<file path="config.mk">
export PLATFORM = sky130hd
export DESIGN_NAME = button_panel_mode_controller_top
export DESIGN_NICKNAME = d
export VERILOG_FILES = /design/src/bpmc_pkg.sv /design/src/button_panel_mode_controller_top.sv /design/src/bpmc_debounce.sv
export SDC_FILE = /design/constraint.sdc
export NUM_CORES = 1
export LEC_CHECK = 0
export BUFFER_PORTS_ARGS = -buffer_cell sky130_fd_sc_hd__buf_2
export CAP_MARGIN = 25
export CELL_PAD_IN_SITES_DETAIL_PLACEMENT = 0
export CELL_PAD_IN_SITES_GLOBAL_PLACEMENT = 1
export CORE_AREA = 8 8 171 173
export CTS_BUF_LIST = sky130_fd_sc_hd__clkbuf_8
export CTS_CLUSTER_SIZE = 20
export DETAILED_ROUTE_END_ITERATION = 10
export DIE_AREA = 0 0 179 181
export GPL_ROUTABILITY_DRIVEN = 0
export PLACE_DENSITY = 0.79
export SYNTH_ARGS = -nofsm -noshare
export SYNTH_HDL_FRONTEND = slang
export SYNTH_SLANG_ARGS = --single-unit
</file>
<file path="constraint.sdc">
create_clock -name i_clk -period 24.5 [get_ports i_clk]
set_input_delay 0 -clock i_clk [delete_from_list [all_inputs] [get_ports i_clk]]
set_output_delay 0 -clock i_clk [all_outputs]
set_load 0.03 [all_outputs]
</file>
<file path="src/bpmc_pkg.sv">
package bpmc_pkg;

    localparam logic [1:0] MODE_AUTO   = 2'd0;
    localparam logic [1:0] MODE_MANUAL = 2'd1;
    localparam logic [1:0] MODE_CONFIG = 2'd2;

    localparam logic [1:0] VIEW_NORMAL = 2'd0;
    localparam logic [1:0] VIEW_MAX    = 2'd1;
    localparam logic [1:0] VIEW_MIN    = 2'd2;

    localparam logic FIELD_ON  = 1'b0;
    localparam logic FIELD_OFF = 1'b1;

    localparam int CFG_IDX_W  = 3;
    localparam int CFG_DATA_W = 16;

    localparam logic [CFG_IDX_W-1:0] REG_HOLD_TICKS = 3'd0;
    localparam logic [CFG_IDX_W-1:0] REG_WARN_TICKS = 3'd1;
    localparam logic [CFG_IDX_W-1:0] REG_TEMP_MIN   = 3'd2;
    localparam logic [CFG_IDX_W-1:0] REG_TEMP_MAX   = 3'd3;
    localparam logic [CFG_IDX_W-1:0] REG_DIFF_MIN   = 3'd4;

    localparam logic [15:0]       HOLD_TICKS_RST = 16'd80;
    localparam logic [15:0]       WARN_TICKS_RST = 16'd2000;
    localparam logic signed [7:0] TEMP_MIN_RST   = 8'sd0;
    localparam logic signed [7:0] TEMP_MAX_RST   = 8'sd99;
    localparam logic [6:0]        DIFF_MIN_RST   = 7'd1;
    localparam logic signed [7:0] ON_LEVEL_RST   = 8'sd30;
    localparam logic signed [7:0] OFF_LEVEL_RST  = 8'sd25;

    localparam logic [15:0] COUNT_MAX = 16'hFFFF;

    typedef struct packed {
        logic mode_pin;
        logic up_pin;
        logic down_pin;
    } t_btn_in;

    typedef struct packed {
        logic [1:0]        mode;
        logic [1:0]        view;
        logic              edit_field;
        logic signed [7:0] on_threshold;
        logic signed [7:0] off_threshold;
        logic              fan_on;
        logic              warning;
        logic              display_update;
        logic              display_clear;
        logic              save_thresholds;
    } t_panel_out;

    typedef struct packed {
        logic stable;
        logic stable_nxt;
    } t_deb_level;

endpackage

</file>
<file path="src/button_panel_mode_controller_top.sv">
// channel | dir | handshake                  | payload
// in      | in  | i_in_valid / o_in_ready    | i_in_data  (t_btn_in)
// out     | out | o_out_valid / i_out_ready  | o_out_data (t_panel_out)
// cfg     | in  | i_cfg_we                   | i_cfg_idx, i_cfg_data
//
// one tick per clock while o_in_ready is high: the whole update runs in the cycle
// of the transfer and the result is registered into a two-entry output queue
// a new tick is taken while one result waits; with two waiting, o_in_ready drops
// synchronous active-low reset restores the power-up thresholds and registers
module button_panel_mode_controller_top #(
    parameter int DEBOUNCE_TICKS = 3
) (
    input  logic                                i_clk,
    input  logic                                i_rst_n,
    input  logic                                i_in_valid,
    output logic                                o_in_ready,
    input  bpmc_pkg::t_btn_in                   i_in_data,
    output logic                                o_out_valid,
    input  logic                                i_out_ready,
    output bpmc_pkg::t_panel_out                o_out_data,
    input  logic                                i_cfg_we,
    input  logic [bpmc_pkg::CFG_IDX_W-1:0]      i_cfg_idx,
    input  logic [bpmc_pkg::CFG_DATA_W-1:0]     i_cfg_data
);
    import bpmc_pkg::*;

    typedef struct packed {
        logic              ok;
        logic signed [7:0] on_lvl;
        logic signed [7:0] off_lvl;
    } t_step;

    function automatic t_step step_threshold(
        input logic              field,
        input logic              up,
        input logic signed [7:0] on_lvl,
        input logic signed [7:0] off_lvl,
        input logic signed [7:0] tmin,
        input logic signed [7:0] tmax,
        input logic [6:0]        dmin
    );
        logic signed [9:0] on_x;
        logic signed [9:0] off_x;
        logic signed [9:0] delta;
        logic signed [9:0] nxt;
        logic signed [9:0] gap;
        logic              bound_ok;
        t_step             res;
        on_x  = $signed({{2{on_lvl[7]}}, on_lvl});
        off_x = $signed({{2{off_lvl[7]}}, off_lvl});
        delta = up ? 10'sd1 : -10'sd1;
        nxt   = (field == FIELD_ON) ? on_x + delta : off_x + delta;
        gap   = (field == FIELD_ON) ? nxt - off_x : on_x - nxt;
        if (up) begin
            bound_ok = nxt <= $signed({{2{tmax[7]}}, tmax});
        end else begin
            bound_ok = nxt >= $signed({{2{tmin[7]}}, tmin});
        end
        res.ok      = bound_ok && (gap >= $signed({3'b000, dmin}));
        res.on_lvl  = on_lvl;
        res.off_lvl = off_lvl;
        if (res.ok) begin
            if (field == FIELD_ON) begin
                res.on_lvl = nxt[7:0];
            end else begin
                res.off_lvl = nxt[7:0];
            end
        end
        return res;
    endfunction

    // config registers
    logic [15:0]       r_hold_ticks;
    logic [15:0]       r_warn_ticks;
    logic signed [7:0] r_temp_min;
    logic signed [7:0] r_temp_max;
    logic [6:0]        r_diff_min;

    // panel state
    logic [15:0]       r_hold_count;
    logic              r_hold_done;
    logic              r_combo_done;
    logic [1:0]        r_mode;
    logic [1:0]        r_earlier_mode;
    logic [1:0]        r_view;
    logic              r_field;
    logic signed [7:0] r_on_level;
    logic signed [7:0] r_off_level;
    logic              r_fan;
    logic              r_warn;
    logic [15:0]       r_warn_count;

    logic [15:0]       n_hold_count;
    logic              n_hold_done;
    logic              n_combo_done;
    logic [1:0]        n_mode;
    logic [1:0]        n_earlier_mode;
    logic [1:0]        n_view;
    logic              n_field;
    logic signed [7:0] n_on_level;
    logic signed [7:0] n_off_level;
    logic              n_fan;
    logic              n_warn;
    logic [15:0]       n_warn_count;
    t_panel_out        n_result;

    // output queue
    t_panel_out r_q [2];
    logic       r_wr_ptr;
    logic       r_rd_ptr;
    logic [1:0] r_count;

    logic       in_xfer;
    logic       out_xfer;
    t_deb_level lvl_mode;
    t_deb_level lvl_up;
    t_deb_level lvl_down;

    assign o_in_ready  = (r_count != 2'd2);
    assign o_out_valid = (r_count != 2'd0);
    assign o_out_data  = r_q[r_rd_ptr];
    assign in_xfer     = i_in_valid && o_in_ready;
    assign out_xfer    = o_out_valid && i_out_ready;

    bpmc_debounce #(.DEBOUNCE_TICKS(DEBOUNCE_TICKS)) u_deb_mode (
        .i_clk     (i_clk),
        .i_rst_n   (i_rst_n),
        .i_en      (in_xfer),
        .i_pressed (!i_in_data.mode_pin),
        .o_level   (lvl_mode)
    );

    bpmc_debounce #(.DEBOUNCE_TICKS(DEBOUNCE_TICKS)) u_deb_up (
        .i_clk     (i_clk),
        .i_rst_n   (i_rst_n),
        .i_en      (in_xfer),
        .i_pressed (!i_in_data.up_pin),
        .o_level   (lvl_up)
    );

    bpmc_debounce #(.DEBOUNCE_TICKS(DEBOUNCE_TICKS)) u_deb_down (
        .i_clk     (i_clk),
        .i_rst_n   (i_rst_n),
        .i_en      (in_xfer),
        .i_pressed (!i_in_data.down_pin),
        .o_level   (lvl_down)
    );

    always_comb begin
        logic  upd;
        logic  clr;
        logic  save;
        logic  combo_now;
        t_step st;

        upd       = 1'b0;
        clr       = 1'b0;
        save      = 1'b0;
        combo_now = 1'b0;
        st        = '0;

        n_hold_count   = r_hold_count;
        n_hold_done    = r_hold_done;
        n_combo_done   = r_combo_done;
        n_mode         = r_mode;
        n_earlier_mode = r_earlier_mode;
        n_view         = r_view;
        n_field        = r_field;
        n_on_level     = r_on_level;
        n_off_level    = r_off_level;
        n_fan          = r_fan;
        n_warn         = r_warn;
        n_warn_count   = r_warn_count;

        // long hold of mode
        if (lvl_mode.stable_nxt) begin
            if (r_hold_count != COUNT_MAX) begin
                n_hold_count = r_hold_count + 16'd1;
            end
            if (!r_hold_done && n_hold_count >= r_hold_ticks) begin
                n_hold_done = 1'b1;
                if (r_mode != MODE_CONFIG) begin
                    n_earlier_mode = r_mode;
                    n_mode         = MODE_CONFIG;
                    n_field        = FIELD_ON;
                end else begin
                    save   = 1'b1;
                    n_mode = r_earlier_mode;
                end
                upd = 1'b1;
                clr = 1'b1;
            end
        end

        // mode release
        if (!lvl_mode.stable_nxt && lvl_mode.stable) begin
            if (!r_hold_done) begin
                unique case (r_mode)
                    MODE_CONFIG: begin
                        n_field = !r_field;
                        upd     = 1'b1;
                    end
                    MODE_AUTO: begin
                        unique case (r_view)
                            VIEW_NORMAL: n_view = VIEW_MAX;
                            VIEW_MAX:    n_view = VIEW_MIN;
                            default:     n_view = VIEW_NORMAL;
                        endcase
                        upd = 1'b1;
                        clr = 1'b1;
                    end
                    MODE_MANUAL: begin
                        n_mode = MODE_AUTO;
                        n_view = VIEW_NORMAL;
                        upd    = 1'b1;
                        clr    = 1'b1;
                    end
                    default: ;
                endcase
            end
            n_hold_count = '0;
            n_hold_done  = 1'b0;
        end

        // up and down together enter manual from auto
        if (n_mode == MODE_AUTO && lvl_up.stable_nxt && lvl_down.stable_nxt) begin
            if (!r_combo_done) begin
                n_combo_done = 1'b1;
                n_mode       = MODE_MANUAL;
                combo_now    = 1'b1;
                upd          = 1'b1;
                clr          = 1'b1;
            end
        end else if (!lvl_up.stable_nxt || !lvl_down.stable_nxt) begin
            n_combo_done = 1'b0;
        end

        if (!combo_now && lvl_up.stable_nxt && !lvl_up.stable) begin
            if (n_mode == MODE_MANUAL) begin
                n_fan = 1'b1;
                upd   = 1'b1;
            end else if (n_mode == MODE_CONFIG) begin
                st = step_threshold(n_field, 1'b1, n_on_level, n_off_level,
                                    r_temp_min, r_temp_max, r_diff_min);
                n_on_level  = st.on_lvl;
                n_off_level = st.off_lvl;
                if (st.ok) begin
                    n_warn = 1'b0;
                    upd    = 1'b1;
                end else begin
                    n_warn       = 1'b1;
                    n_warn_count = '0;
                end
            end
        end

        if (!combo_now && lvl_down.stable_nxt && !lvl_down.stable) begin
            if (n_mode == MODE_MANUAL) begin
                n_fan = 1'b0;
                upd   = 1'b1;
            end else if (n_mode == MODE_CONFIG) begin
                st = step_threshold(n_field, 1'b0, n_on_level, n_off_level,
                                    r_temp_min, r_temp_max, r_diff_min);
                n_on_level  = st.on_lvl;
                n_off_level = st.off_lvl;
                if (st.ok) begin
                    n_warn = 1'b0;
                    upd    = 1'b1;
                end else begin
                    n_warn       = 1'b1;
                    n_warn_count = '0;
                end
            end
        end

        // warning timer
        if (n_warn) begin
            if (n_warn_count != COUNT_MAX) begin
                n_warn_count = n_warn_count + 16'd1;
            end
            if (n_warn_count >= r_warn_ticks) begin
                n_warn       = 1'b0;
                n_warn_count = '0;
            end
        end

        n_result.mode            = n_mode;
        n_result.view            = n_view;
        n_result.edit_field      = n_field;
        n_result.on_threshold    = n_on_level;
        n_result.off_threshold   = n_off_level;
        n_result.fan_on          = n_fan;
        n_result.warning         = n_warn;
        n_result.display_update  = upd;
        n_result.display_clear   = clr;
        n_result.save_thresholds = save;
    end

    always_ff @(posedge i_clk) begin
        if (!i_rst_n) begin
            r_hold_ticks <= HOLD_TICKS_RST;
            r_warn_ticks <= WARN_TICKS_RST;
            r_temp_min   <= TEMP_MIN_RST;
            r_temp_max   <= TEMP_MAX_RST;
            r_diff_min   <= DIFF_MIN_RST;
        end else if (i_cfg_we) begin
            unique case (i_cfg_idx)
                REG_HOLD_TICKS: r_hold_ticks <= i_cfg_data;
                REG_WARN_TICKS: r_warn_ticks <= i_cfg_data;
                REG_TEMP_MIN:   r_temp_min   <= $signed(i_cfg_data[7:0]);
                REG_TEMP_MAX:   r_temp_max   <= $signed(i_cfg_data[7:0]);
                REG_DIFF_MIN:   r_diff_min   <= i_cfg_data[6:0];
                default: ;
            endcase
        end
    end

    always_ff @(posedge i_clk) begin
        if (!i_rst_n) begin
            r_hold_count   <= '0;
            r_hold_done    <= 1'b0;
            r_combo_done   <= 1'b0;
            r_mode         <= MODE_AUTO;
            r_earlier_mode <= MODE_AUTO;
            r_view         <= VIEW_NORMAL;
            r_field        <= FIELD_ON;
            r_on_level     <= ON_LEVEL_RST;
            r_off_level    <= OFF_LEVEL_RST;
            r_fan          <= 1'b0;
            r_warn         <= 1'b0;
            r_warn_count   <= '0;
        end else if (in_xfer) begin
            r_hold_count   <= n_hold_count;
            r_hold_done    <= n_hold_done;
            r_combo_done   <= n_combo_done;
            r_mode         <= n_mode;
            r_earlier_mode <= n_earlier_mode;
            r_view         <= n_view;
            r_field        <= n_field;
            r_on_level     <= n_on_level;
            r_off_level    <= n_off_level;
            r_fan          <= n_fan;
            r_warn         <= n_warn;
            r_warn_count   <= n_warn_count;
        end
    end

    // result queue
    always_ff @(posedge i_clk) begin
        if (in_xfer) begin
            r_q[r_wr_ptr] <= n_result;
        end
    end

    always_ff @(posedge i_clk) begin
        if (!i_rst_n) begin
            r_wr_ptr <= 1'b0;
            r_rd_ptr <= 1'b0;
            r_count  <= 2'd0;
        end else begin
            if (in_xfer) begin
                r_wr_ptr <= !r_wr_ptr;
            end
            if (out_xfer) begin
                r_rd_ptr <= !r_rd_ptr;
            end
            unique case ({in_xfer, out_xfer})
                2'b10:   r_count <= r_count + 2'd1;
                2'b01:   r_count <= r_count - 2'd1;
                default: r_count <= r_count;
            endcase
        end
    end

endmodule

</file>
<file path="src/bpmc_debounce.sv">
module bpmc_debounce #(
    parameter int DEBOUNCE_TICKS = 3
) (
    input  logic                  i_clk,
    input  logic                  i_rst_n,
    input  logic                  i_en,
    input  logic                  i_pressed,
    output bpmc_pkg::t_deb_level  o_level
);
    import bpmc_pkg::*;

    localparam int CW = $clog2(DEBOUNCE_TICKS + 1);
    localparam logic [CW-1:0] SETTLED = CW'(DEBOUNCE_TICKS);

    logic          r_prev;
    logic [CW-1:0] r_count;
    logic          r_stable;
    logic [CW-1:0] n_count;
    logic          n_stable;

    always_comb begin
        if (i_pressed != r_prev) begin
            n_count = CW'(1);
        end else if (r_count < SETTLED) begin
            n_count = r_count + CW'(1);
        end else begin
            n_count = r_count;
        end
        n_stable = (n_count == SETTLED) ? i_pressed : r_stable;
    end

    always_ff @(posedge i_clk) begin
        if (!i_rst_n) begin
            r_prev   <= 1'b1;
            r_count  <= '0;
            r_stable <= 1'b0;
        end else if (i_en) begin
            r_prev   <= i_pressed;
            r_count  <= n_count;
            r_stable <= n_stable;
        end
    end

    assign o_level.stable     = r_stable;
    assign o_level.stable_nxt = n_stable;

endmodule
</file>
## Word-level counts from Yosys, hierarchy flattened

Memory sizes are Yosys's and may differ from the RTL's. A register that Yosys moved wholly into a read port is not among the register bits.
Index checks and enable logic that the tools add are counted.

| word-level totals | value |
|---|---|
| output and inout bits | 28 |
| register bits after elaboration | 130 |
| RAM bits | 52 |
| word-level logic and storage cells | 241 |
| input port bits | 27 |
| memories | 1 |

Memories:

| name | depth | bits a word | rd ports | clocked after memory_dff | write ports | line | text |
|---|---|---|---|---|---|---|---|
| r_q | 2 | 26 | 1 | 1 | 1 | button_panel_mode_controller_top.sv:108 | `t_panel_out r_q [2];` |

| operators by class | value |
|---|---|
| reduce and logical (&&, ||, !) cells | 46 |
| mux-type cells | 120 |
| equal/unequal tests | 21 |
| $add $sub $neg | 15 |
| magnitude comparators | 9 |

Operator list:

| cell | count |
|---|---|
| 16-bit 2-to-1 mux | 18 |
| 8-bit 2-to-1 mux | 16 |
| 1-bit 2-to-1 mux | 63 |
| 10-bit 2-to-1 mux | 4 |
| 16-bit by 1-bit adder with 16-bit output (second input constant) | 2 |
| 16-bit >= comparator | 2 |
| 2-bit 2-to-1 mux | 16 |
| 16-bit inequality test (second input constant) | 2 |
| 10-bit by 8-bit >= comparator with 1-bit output | 3 |
| 10-bit by 8-bit subtractor with 10-bit output | 2 |
| 8-bit by 10-bit subtractor with 10-bit output | 2 |
| 8-bit by 1-bit adder with 9-bit output (second input constant) | 2 |
| 8-bit by 2-bit adder with 9-bit output (second input constant) | 2 |
| 2-bit AND reduction | 7 |
| 1-bit logical NOT | 13 |
| 2-bit equality test (second input constant) | 6 |
| 1-bit logical AND | 12 |
| 2-bit one-hot mux with 2 select lines | 3 |
| 10-bit by 8-bit <= comparator with 1-bit output | 1 |
| 2-bit nonzero test | 5 |
| 2-bit by 1-bit adder with 2-bit output (second input constant) | 4 |
| 2-bit by 1-bit equality test with 1-bit output (second input constant) | 4 |
| 3-bit by 2-bit equality test with 1-bit output (second input constant) | 2 |
| 2-bit logical NOT | 3 |
| other kinds (12) | 17 |

## Logic depth before layout (Yosys ltp)

Gate-level depths: netlist of run 1.

| logic depth | value |
|---|---|
| depth in word-level cells | 43 |
| depth in mapped cells | 104 |
| mapped depth without buffers | 93 |

## By module

Synthesis of run 1 repeated with hierarchy kept, for this count alone.

| unflattened totals | value |
|---|---|
| cells, all modules | 1543 |
| area, all modules | 13070.0 um^2 |

By module, submodules not included:

| module | area an instance (um^2) | times used | seq. area each (um^2) | cells each |
|---|---|---|---|---|
| button_panel_mode_controller_top | 12424.4 | 1 | 3943.8 | 1477 |
| bpmc_debounce | 215.2 | 3 | 80.1 | 22 |

## Worst setup path after synthesis of run 1

No wires, ideal clock.

| timing path | value |
|---|---|
| path type | reg2reg |
| from | reg r_hold_count[4] |
| to | reg r_warn_count[3] |
| buffers on the path | 10 |
| data arrival time | 17.283 ns |
| clock period less this slack | 17.357 ns |
| setup slack | 7.143 ns |
| cell stages (with the launch flop) | 99 |
| setup time | 0.074 ns |
| data required time | 24.426 ns |
| cells stage by stage | dfxtp_1 > and3_1 > nand3_1 > nor2_1 > nand2_1 > nor2_1 > nand3_1 > and4_1 > clkbuf_1 > nand2_1 > nor2_1 > xor2_1 > ha_1 > nand2_1 > nor3_2 > o21ai_0 > and4_4 > nor2_2 > [63 not listed] > a21o_1 > a21o_1 > a21o_1 > a21o_1 > a21oi_1 > nor2b_1 > o21ai_0 > nand2b_1 > a21oi_1 > nor2b_1 > o21ai_0 > nand2b_1 > a2111oi_0 > o21ai_0 > or3_1 > clkbuf_1 > or3_1 > o21ai_0 |

| between the ends | value |
|---|---|
| cells in the longest elaborated chain, start to end | 37 |
| elaborated cells between the ends (all ways) | 83 |
| those cells by class | add/sub (8); order compare (6); eq/ne (4); mux (54); reduce/logical (11) |

Ends and longest elaborated chain:

| element | line | text |
|---|---|---|
| start, declared | button_panel_mode_controller_top.sv:80 | `logic [15:0] r_hold_count;` |
| start signal, assigned | button_panel_mode_controller_top.sv:333 | `r_hold_count <= n_hold_count;` |
| 16-bit by 1-bit adder with 16-bit output / 16-bit inequality test (equally long branches) | button_panel_mode_controller_top.sv:178, button_panel_mode_controller_top.sv:177 |  |
| 16-bit 2-to-1 mux * | button_panel_mode_controller_top.sv:177 | `if (r_hold_count != COUNT_MAX) begin` |
| 16-bit 2-to-1 mux * | button_panel_mode_controller_top.sv:176 | `if (lvl_mode.stable_nxt) begin` |
| 16-bit >= comparator * | button_panel_mode_controller_top.sv:180 | `if (!r_hold_done && n_hold_count >= r_hold_ticks) begin` |
| 1-bit logical AND * | button_panel_mode_controller_top.sv:180 |  |
| parallel branches: the longest is 31 deep, another holds 10-bit by 8-bit subtractor with 10-bit output | -- |  |
| 16-bit 2-to-1 mux * | button_panel_mode_controller_top.sv:277 | `if (n_warn) begin` |
| end signal, assigned | button_panel_mode_controller_top.sv:344 | `r_warn_count <= n_warn_count;` |
| end, declared | button_panel_mode_controller_top.sv:91 | `logic [15:0] r_warn_count;` |

Every way passes the cells marked *. The select of a mux whose other input is x is not followed.
A chain may end at the register's enable or synchronous reset.

## Final worst setup path of run 1

Same ends and word-level chain as after synthesis.

==> out/metrics.cfg, run 1 <==
[grt]
grt_pass1_vias = 10874
grtUsageTotal = 0.224
grt_pass1_wl_um = 58100
antenna_found_initial = 0
grt_max_degree = 82
overflow = 0

[clock_network]
clockBufferDepth = 2
htreeDepth = 4
cts.sinks = 183
cts_buffers = 17
cts-root-buf = clkbuf_8
clkTransAtPathRegs_ps = 130
cts_resized = 0
cts_tree = done
clock_latency_ps = 470

[place]
place_hpwl_um = 26900
numPortBuffers = 54

[setup_path]
cp-start-kind = flip-flop
worst_path_most_repeated_cell = o21ai_0
crit_slowest_cell = nand4_1
slowest_delay_ps = 750
crit_arrival_ps = 20680
crit_required_ps = 24900
cp_max_fo = 20
cp-end-kind = flip-flop
worstSetupPathType = flip-flop to flip-flop

[synth]
synth_async_sr_flop_share = 0
synth-warning-count = 0
syn_avg_cell_area_um2 = 8.47
yosysMostFrequentCell = nand2_1
ys.flop_type = dfxtp_1
ys_ff_latch = 183
synth_area_leader_cell = dfxtp_1
synth-seq-area-share = 0.322
synth_nets = 1657
synthesis.area_um2 = 13000
synth.area.top_cells = dfxtp_1 (20%), edfxtp_1 (12%), ha_1 (8.7%), nand2_1 (5.9%), xnor2_1 (3.7%)
synthCells = 1536
synth_top_cell_area_share = 0.202
synth-edff-count = 52
synthTopCellsByCount = nand2_1 (205), dfxtp_1 (131), inv_1 (93)
synth.distinct_cells = 93

[timing]
worstMarginPinSlew_ps = 946
clock_skew_ps = 33.4
max_slew_margin = 0.363
finalCritPeriodShare = 0.828
slew_violations = 0
setup_tns_ps = 0
layout_min_cycle_time_ps = 20290
rsz0062_at_grt = false
max_freq_ghz = 0.0493
setup_viol = 0
hold_viol = 0
hold-worst-slack_ps = 94.0

[run_status]
status = complete, no violations

[finish]
final_nets = 1691
num_antenna_cells = 0
multiInputGateArea_um2 = 8140
synthToLayoutAreaGrowth_pct = 8.53
drive_above_1_share = 0.114
register_area_um2 = 4180
num-fill-cells = 2507
final_util = 0.533

[die]
core-area_um2 = 26500
die_x_um = 179
io_pins = 55
die_area_um2 = 32400
rows = 60
initial_core_util = 0.491
die-height_um = 181

[detailed_routing]
via_per_inst = 5.82
ant_nets = 0
first_pass_iters = 8
routed-via-count = 11194
totalWireLength_um = 36100
routedWlPerCell_um = 18.8
drcViolationCount = 0
drt_iter0_drc = 853

[job]
maxCapViolations = 0

[power]
powerDensity_nw_per_um2 = 86.8
worst_ir_drop_vdd_mv = 0.0522
p_leak_nw = 5.42

[min_path]
hold_class = input port to flip-flop

## area by class of cell
type                       instances  area share
clock buffer                      17      0.0166
clock inverter                    15      0.0110
inverter                          98      0.0261
multi-input combinational       1179       0.577
sequential                       183       0.296
tap                              341      0.0302
timing repair buffer              91      0.0432
## what timing repair did
action | in CTS | in global routing
buffers inserted | 0 | 0
hold buffers | 24 | 0
endpoints found under the hold margin | 68 | 0
## cells in the final DEF (no fill, tap or decap), types with 43 or more instances in the layout
| cell type | count |
|---|---|
| o21ai_0 | 75 |
| a21boi_0 | 52 |
| edfxtp_1 | 52 |
| nand3_1 | 43 |
| dfxtp_1 | 131 |
| nand2_1 | 205 |
| xnor2_1 | 55 |
| nor2_1 | 89 |
| ha_1 | 90 |
| inv_1 | 94 |
| buf_2 | 53 |
| a21oi_1 | 66 |
## through the flow
step	setup slack, ps	total power, mW	cell area, um^2	cells
final	4210	1.23	14100	1924
after global routing	2040	1.31	14100	1924
after CTS	4530	1.22	14100	1923
after detailed placement	4620	1.01	13500	1867
after global placement	5360	1.01	13500	1867
after floorplan	7140	0.856	13000	1536
## critical path: cells and delay by family, from the launching register on
kind	cells	cell delay, ps
AO/OA/AOI/OAI	31	5990
XOR/XNOR	6	940
adder cells (fa/ha/maj)	10	3030
buffers and inverters	4	460
flip-flops	1	440
multiplexers	2	850
AND/OR/NAND/NOR	35	8470
## cell families (layout without fill, tap and decap cells)
family | after synthesis | in the layout | share of synthesized area
AO/OA/AOI/OAI | 385 | 385 | 0.208
XOR/XNOR | 89 | 89 | 0.0630
adder cells (fa/ha/maj) | 98 | 98 | 0.0959
buffers and inverters | 174 | 221 | 0.0528
flip-flops | 183 | 183 | 0.322
multiplexers | 72 | 72 | 0.0591
AND/OR/NAND/NOR | 535 | 535 | 0.199
## per-layer routing
layer | GRT usage | vias to the layer above | routed length [um]
li1 | - | 5537 | -
met1 | 0.292 | 5278 | 16200
met2 | 0.361 | 316 | 16900
met3 | 0.0386 | 63 | 2010
met4 | 0.0870 | 0 | 1020
met5 | 0 | - | 0
## report_power, final
| part | total [mW] | switching [mW] | internal [mW] |
|---|---|---|---|
| registers | 0.354 | 0.0168 | 0.338 |
| logic | 0.668 | 0.401 | 0.267 |
| clock network | 0.203 | 0.126 | 0.0771 |
| total | 1.23 | 0.544 | 0.681 |
## sequential cells by signal, indices dropped and copies added, names as in the netlist, 2 cells and up, named ones only
name,cells
u_deb_mode.r_count,2
r_view,2
r_earlier_mode,2
r_q,52
u_deb_down.r_count,2
r_temp_max,8
r_warn_ticks,16
r_count,2
r_warn_count,16
r_mode,2
r_off_level,8
r_hold_ticks,16
r_hold_count,16
r_diff_min,7
r_temp_min,8
u_deb_up.r_count,2
r_on_level,8
## final timing paths
path | cells after the start | slack, ps | start | end
hold reg to reg | 2 | 470 | r_warn_ticks[3] | r_warn_ticks[3]
hold / removal | 5 | 90 | i_cfg_idx[1] | r_warn_ticks[12]
setup reg to reg | 88 | 4210 | r_hold_count[4] | r_warn_count[3]
setup / recovery | 88 | 4210 | r_hold_count[4] | r_warn_count[3]
Note: power is estimated with default switching activity, not from simulation.
==> run 2, diff against run 1 <==
--- a/config.mk
+++ b/config.mk
@@ -9,13 +9,13 @@
 export CAP_MARGIN = 25
 export CELL_PAD_IN_SITES_DETAIL_PLACEMENT = 0
 export CELL_PAD_IN_SITES_GLOBAL_PLACEMENT = 1
-export CORE_AREA = 8 8 171 173
+export CORE_AREA = 8 8 180 182
 export CTS_BUF_LIST = sky130_fd_sc_hd__clkbuf_8
 export CTS_CLUSTER_SIZE = 20
 export DETAILED_ROUTE_END_ITERATION = 10
-export DIE_AREA = 0 0 179 181
+export DIE_AREA = 0 0 188 190
 export GPL_ROUTABILITY_DRIVEN = 0
-export PLACE_DENSITY = 0.79
+export PLACE_DENSITY = 0.74
 export SYNTH_ARGS = -nofsm -noshare
 export SYNTH_HDL_FRONTEND = slang
 export SYNTH_SLANG_ARGS = --single-unit
==> constraint.sdc (replaced) <==
create_clock -name i_clk -period 17.9 [get_ports i_clk]
set_input_delay 0 -clock i_clk [delete_from_list [all_inputs] [get_ports i_clk]]
set_output_delay 0 -clock i_clk [all_outputs]
set_load 0.03 [all_outputs]
==> run 2 against run 1 <==
Sequential power is 37% higher. Largest cell class unchanged. Non-clock buffer count is 13 higher. Critical path type unchanged. Final cell count is 3.2% higher. Setup slack worse by 2900 ps. Via count is 1.0% higher. Highest routed layer is now met5. Clock-buffer cell count stayed put. Die area is 10% higher.
==> out/metrics.cfg, run 2 (synthesized netlist as in run 1, its figures left out) <==
[place]
place_hpwl_um = 27800  ; was 26900 um
numPortBuffers = 54  ; unchanged
dp_cells = 1930  ; was 1867
dp_slack_ps = 234  ; was 4620 ps

[grt]
antenna_found_initial = 1  ; was 0
overflow = 0  ; unchanged
grtUsageTotal = 0.204  ; was 0.224
grt_pass1_wl_um = 58900  ; was 58100 um
grt_pass1_vias = 10830  ; was 10874
grt_max_degree = 79  ; was 82

[detailed_routing]
via_per_inst = 5.69  ; was 5.82
routed-via-count = 11310  ; was 11194
first_pass_iters = 6  ; was 8
drcViolationCount = 0  ; unchanged
totalWireLength_um = 37200  ; was 36100 um
ant_nets = 0  ; unchanged
drt_iter0_drc = 776  ; was 853
routedWlPerCell_um = 18.7  ; was 18.8 um

[clock_network]
cts_buffers = 17  ; unchanged
clkTransAtPathRegs_ps = 110  ; was 130 ps
cts-root-buf = clkbuf_8  ; unchanged
clock_latency_ps = 480  ; was 470 ps
postCtsSetupRepairBufs = 0  ; unchanged
cts.sinks = 183  ; unchanged
clockBufferDepth = 2  ; unchanged
cts_tree = done  ; unchanged
htreeDepth = 4  ; unchanged

[finish]
final_common_cell = nand2_1  ; unchanged
num-fill-cells = 2861  ; was 2507
drive_above_1_share = 0.134  ; was 0.114
mostFrequentLayoutCells = nand2_1 (204), dfxtp_1 (131), inv_1 (93)  ; was nand2_1 (205), dfxtp_1 (131), inv_1 (94)
regMostFlops = r_q  ; unchanged
final_nets = 1704  ; was 1691
num_antenna_cells = 0  ; unchanged
final_cells = 1986  ; was 1924
synthToLayoutAreaGrowth_pct = 10.5  ; was 8.53%
largest_reg_flops = 52  ; unchanged

[setup_path]
reg2reg_from = r_hold_count[4]  ; unchanged
critical-path-top-delay-family = simple AND/OR/NAND/NOR gates  ; unchanged
worst_path_most_repeated_cell = o21ai_0  ; unchanged
crit_required_ps = 18320  ; was 24900 ps
rr_worst_depth = 92  ; was 88
cp-end-kind = flip-flop  ; unchanged
cp_max_fo = 12  ; was 20
worstSetupPathType = flip-flop to flip-flop  ; unchanged
crit_arrival_ps = 16970  ; was 20680 ps
crit_slowest_cell = or3_4  ; was nand4_1
r2r-end = r_warn_count[3]  ; unchanged
crit_path_start = r_hold_count[4]  ; unchanged
crit_buf_inv = 6  ; was 4
cp-start-kind = flip-flop  ; unchanged
slowest_delay_ps = 470  ; was 750 ps
crit_end = r_warn_count[3]  ; unchanged
reg2reg_slack_ps = 1340  ; was 4210 ps
cp.depth = 92  ; was 88

[timing]
hold_viol = 0  ; unchanged
fin_ws_ps = 1340  ; was 4210 ps
setup_tns_ps = 0  ; unchanged
rsz0062_at_grt = false  ; unchanged
setup_viol = 0  ; unchanged
finalCritPeriodShare = 0.925  ; was 0.828
layout_min_cycle_time_ps = 16560  ; was 20290 ps
max_slew_margin = 0.409  ; was 0.363
max_freq_ghz = 0.0604  ; was 0.0493 GHz
hold-worst-slack_ps = 101  ; was 94.0 ps
slew_violations = 0  ; unchanged
clock_skew_ps = 26.9  ; was 33.4 ps
worstMarginPinSlew_ps = 883  ; was 946 ps

[job]
maxCapViolations = 0  ; unchanged

[power]
powerDensity_nw_per_um2 = 118  ; was 86.8 nW/um^2
worst_ir_drop_vdd_mv = 0.0475  ; was 0.0522 mV
p_leak_nw = 5.49  ; was 5.42 nW

[min_path]
hold_class = input port to flip-flop  ; unchanged
hold_path_depth = 4  ; was 5

[die]
io_pins = 55  ; unchanged
die_x_um = 188  ; was 179 um
core-area_um2 = 29400  ; was 26500 um^2
die-height_um = 190  ; was 181 um
die_area_um2 = 35700  ; was 32400 um^2
rows = 63  ; was 60
initial_core_util = 0.443  ; was 0.491

[run_status]
status = complete, no violations  ; unchanged

run 2: stage by stage:
step / utilization / total power, mW / instance area, um^2
detailed placement: 0.464 / 1.40 / 13700
global placement: 0.464 / 1.39 / 13600
finish: 0.489 / 1.70 / 14400
CTS: 0.486 / 1.69 / 14300
global route: 0.489 / 1.83 / 14400
floorplan: - / 1.17 / 13000
run 2: what timing repair did:
action	4_1_cts	5_1_grt
setup endpoints to repair	0	19
hold buffers	24	0
hold endpoints to repair	68	0
gates resized for setup	0	24
run 2: worst min-delay path by stage:
| stage | start | end | slack [ps] |
|---|---|---|---|
| after floorplan | i_cfg_data[0] | r_temp_max[0] | 120 |
| after global placement | i_cfg_data[10] | r_warn_ticks[10] | 260 |
| after detailed placement | i_cfg_data[10] | r_warn_ticks[10] | 270 |
| after CTS | i_cfg_idx[1] | r_temp_max[0] | 90 |
| after global routing | i_cfg_idx[0] | r_temp_max[0] | 140 |
| final | i_cfg_idx[1] | r_temp_max[0] | 100 |
run 2: worst register-to-register path: cells and delay by family (launching register included):
kind / cells / cell delay [ps]
compound gates: 31 / 5470
simple gates: 37 / 5770
fa+ha+maj: 9 / 2570
mux: 2 / 440
flops: 1 / 420
buf+inv: 6 / 740
xor+xnor: 7 / 1070
run 2: metal layers:
metal	GRT usage	vias up	wire (um)
met2	0.339	317	17600
met3	0.0355	64	1770
met1	0.265	5370	16900
met5	0	-	8
li1	-	5557	-
met4	0.0715	2	914
run 2: cell type report:
| class | count | area (um^2) | area share |
|---|---|---|---|
| repair buffers | 104 | 708 | 0.0493 |
| flip-flops and latches | 183 | 4180 | 0.291 |
| inverters | 98 | 368 | 0.0256 |
| well taps | 390 | 488 | 0.0339 |
| clock buffers | 17 | 234 | 0.0163 |
| clock inverters | 15 | 163 | 0.0113 |
| multi-input cells | 1179 | 8230 | 0.573 |
run 2: report_power, final:
part | total [mW] | internal [mW] | switching (mW)
clock | 0.284 | 0.116 | 0.168
sequential | 0.485 | 0.462 | 0.0227
combinational | 0.935 | 0.380 | 0.555
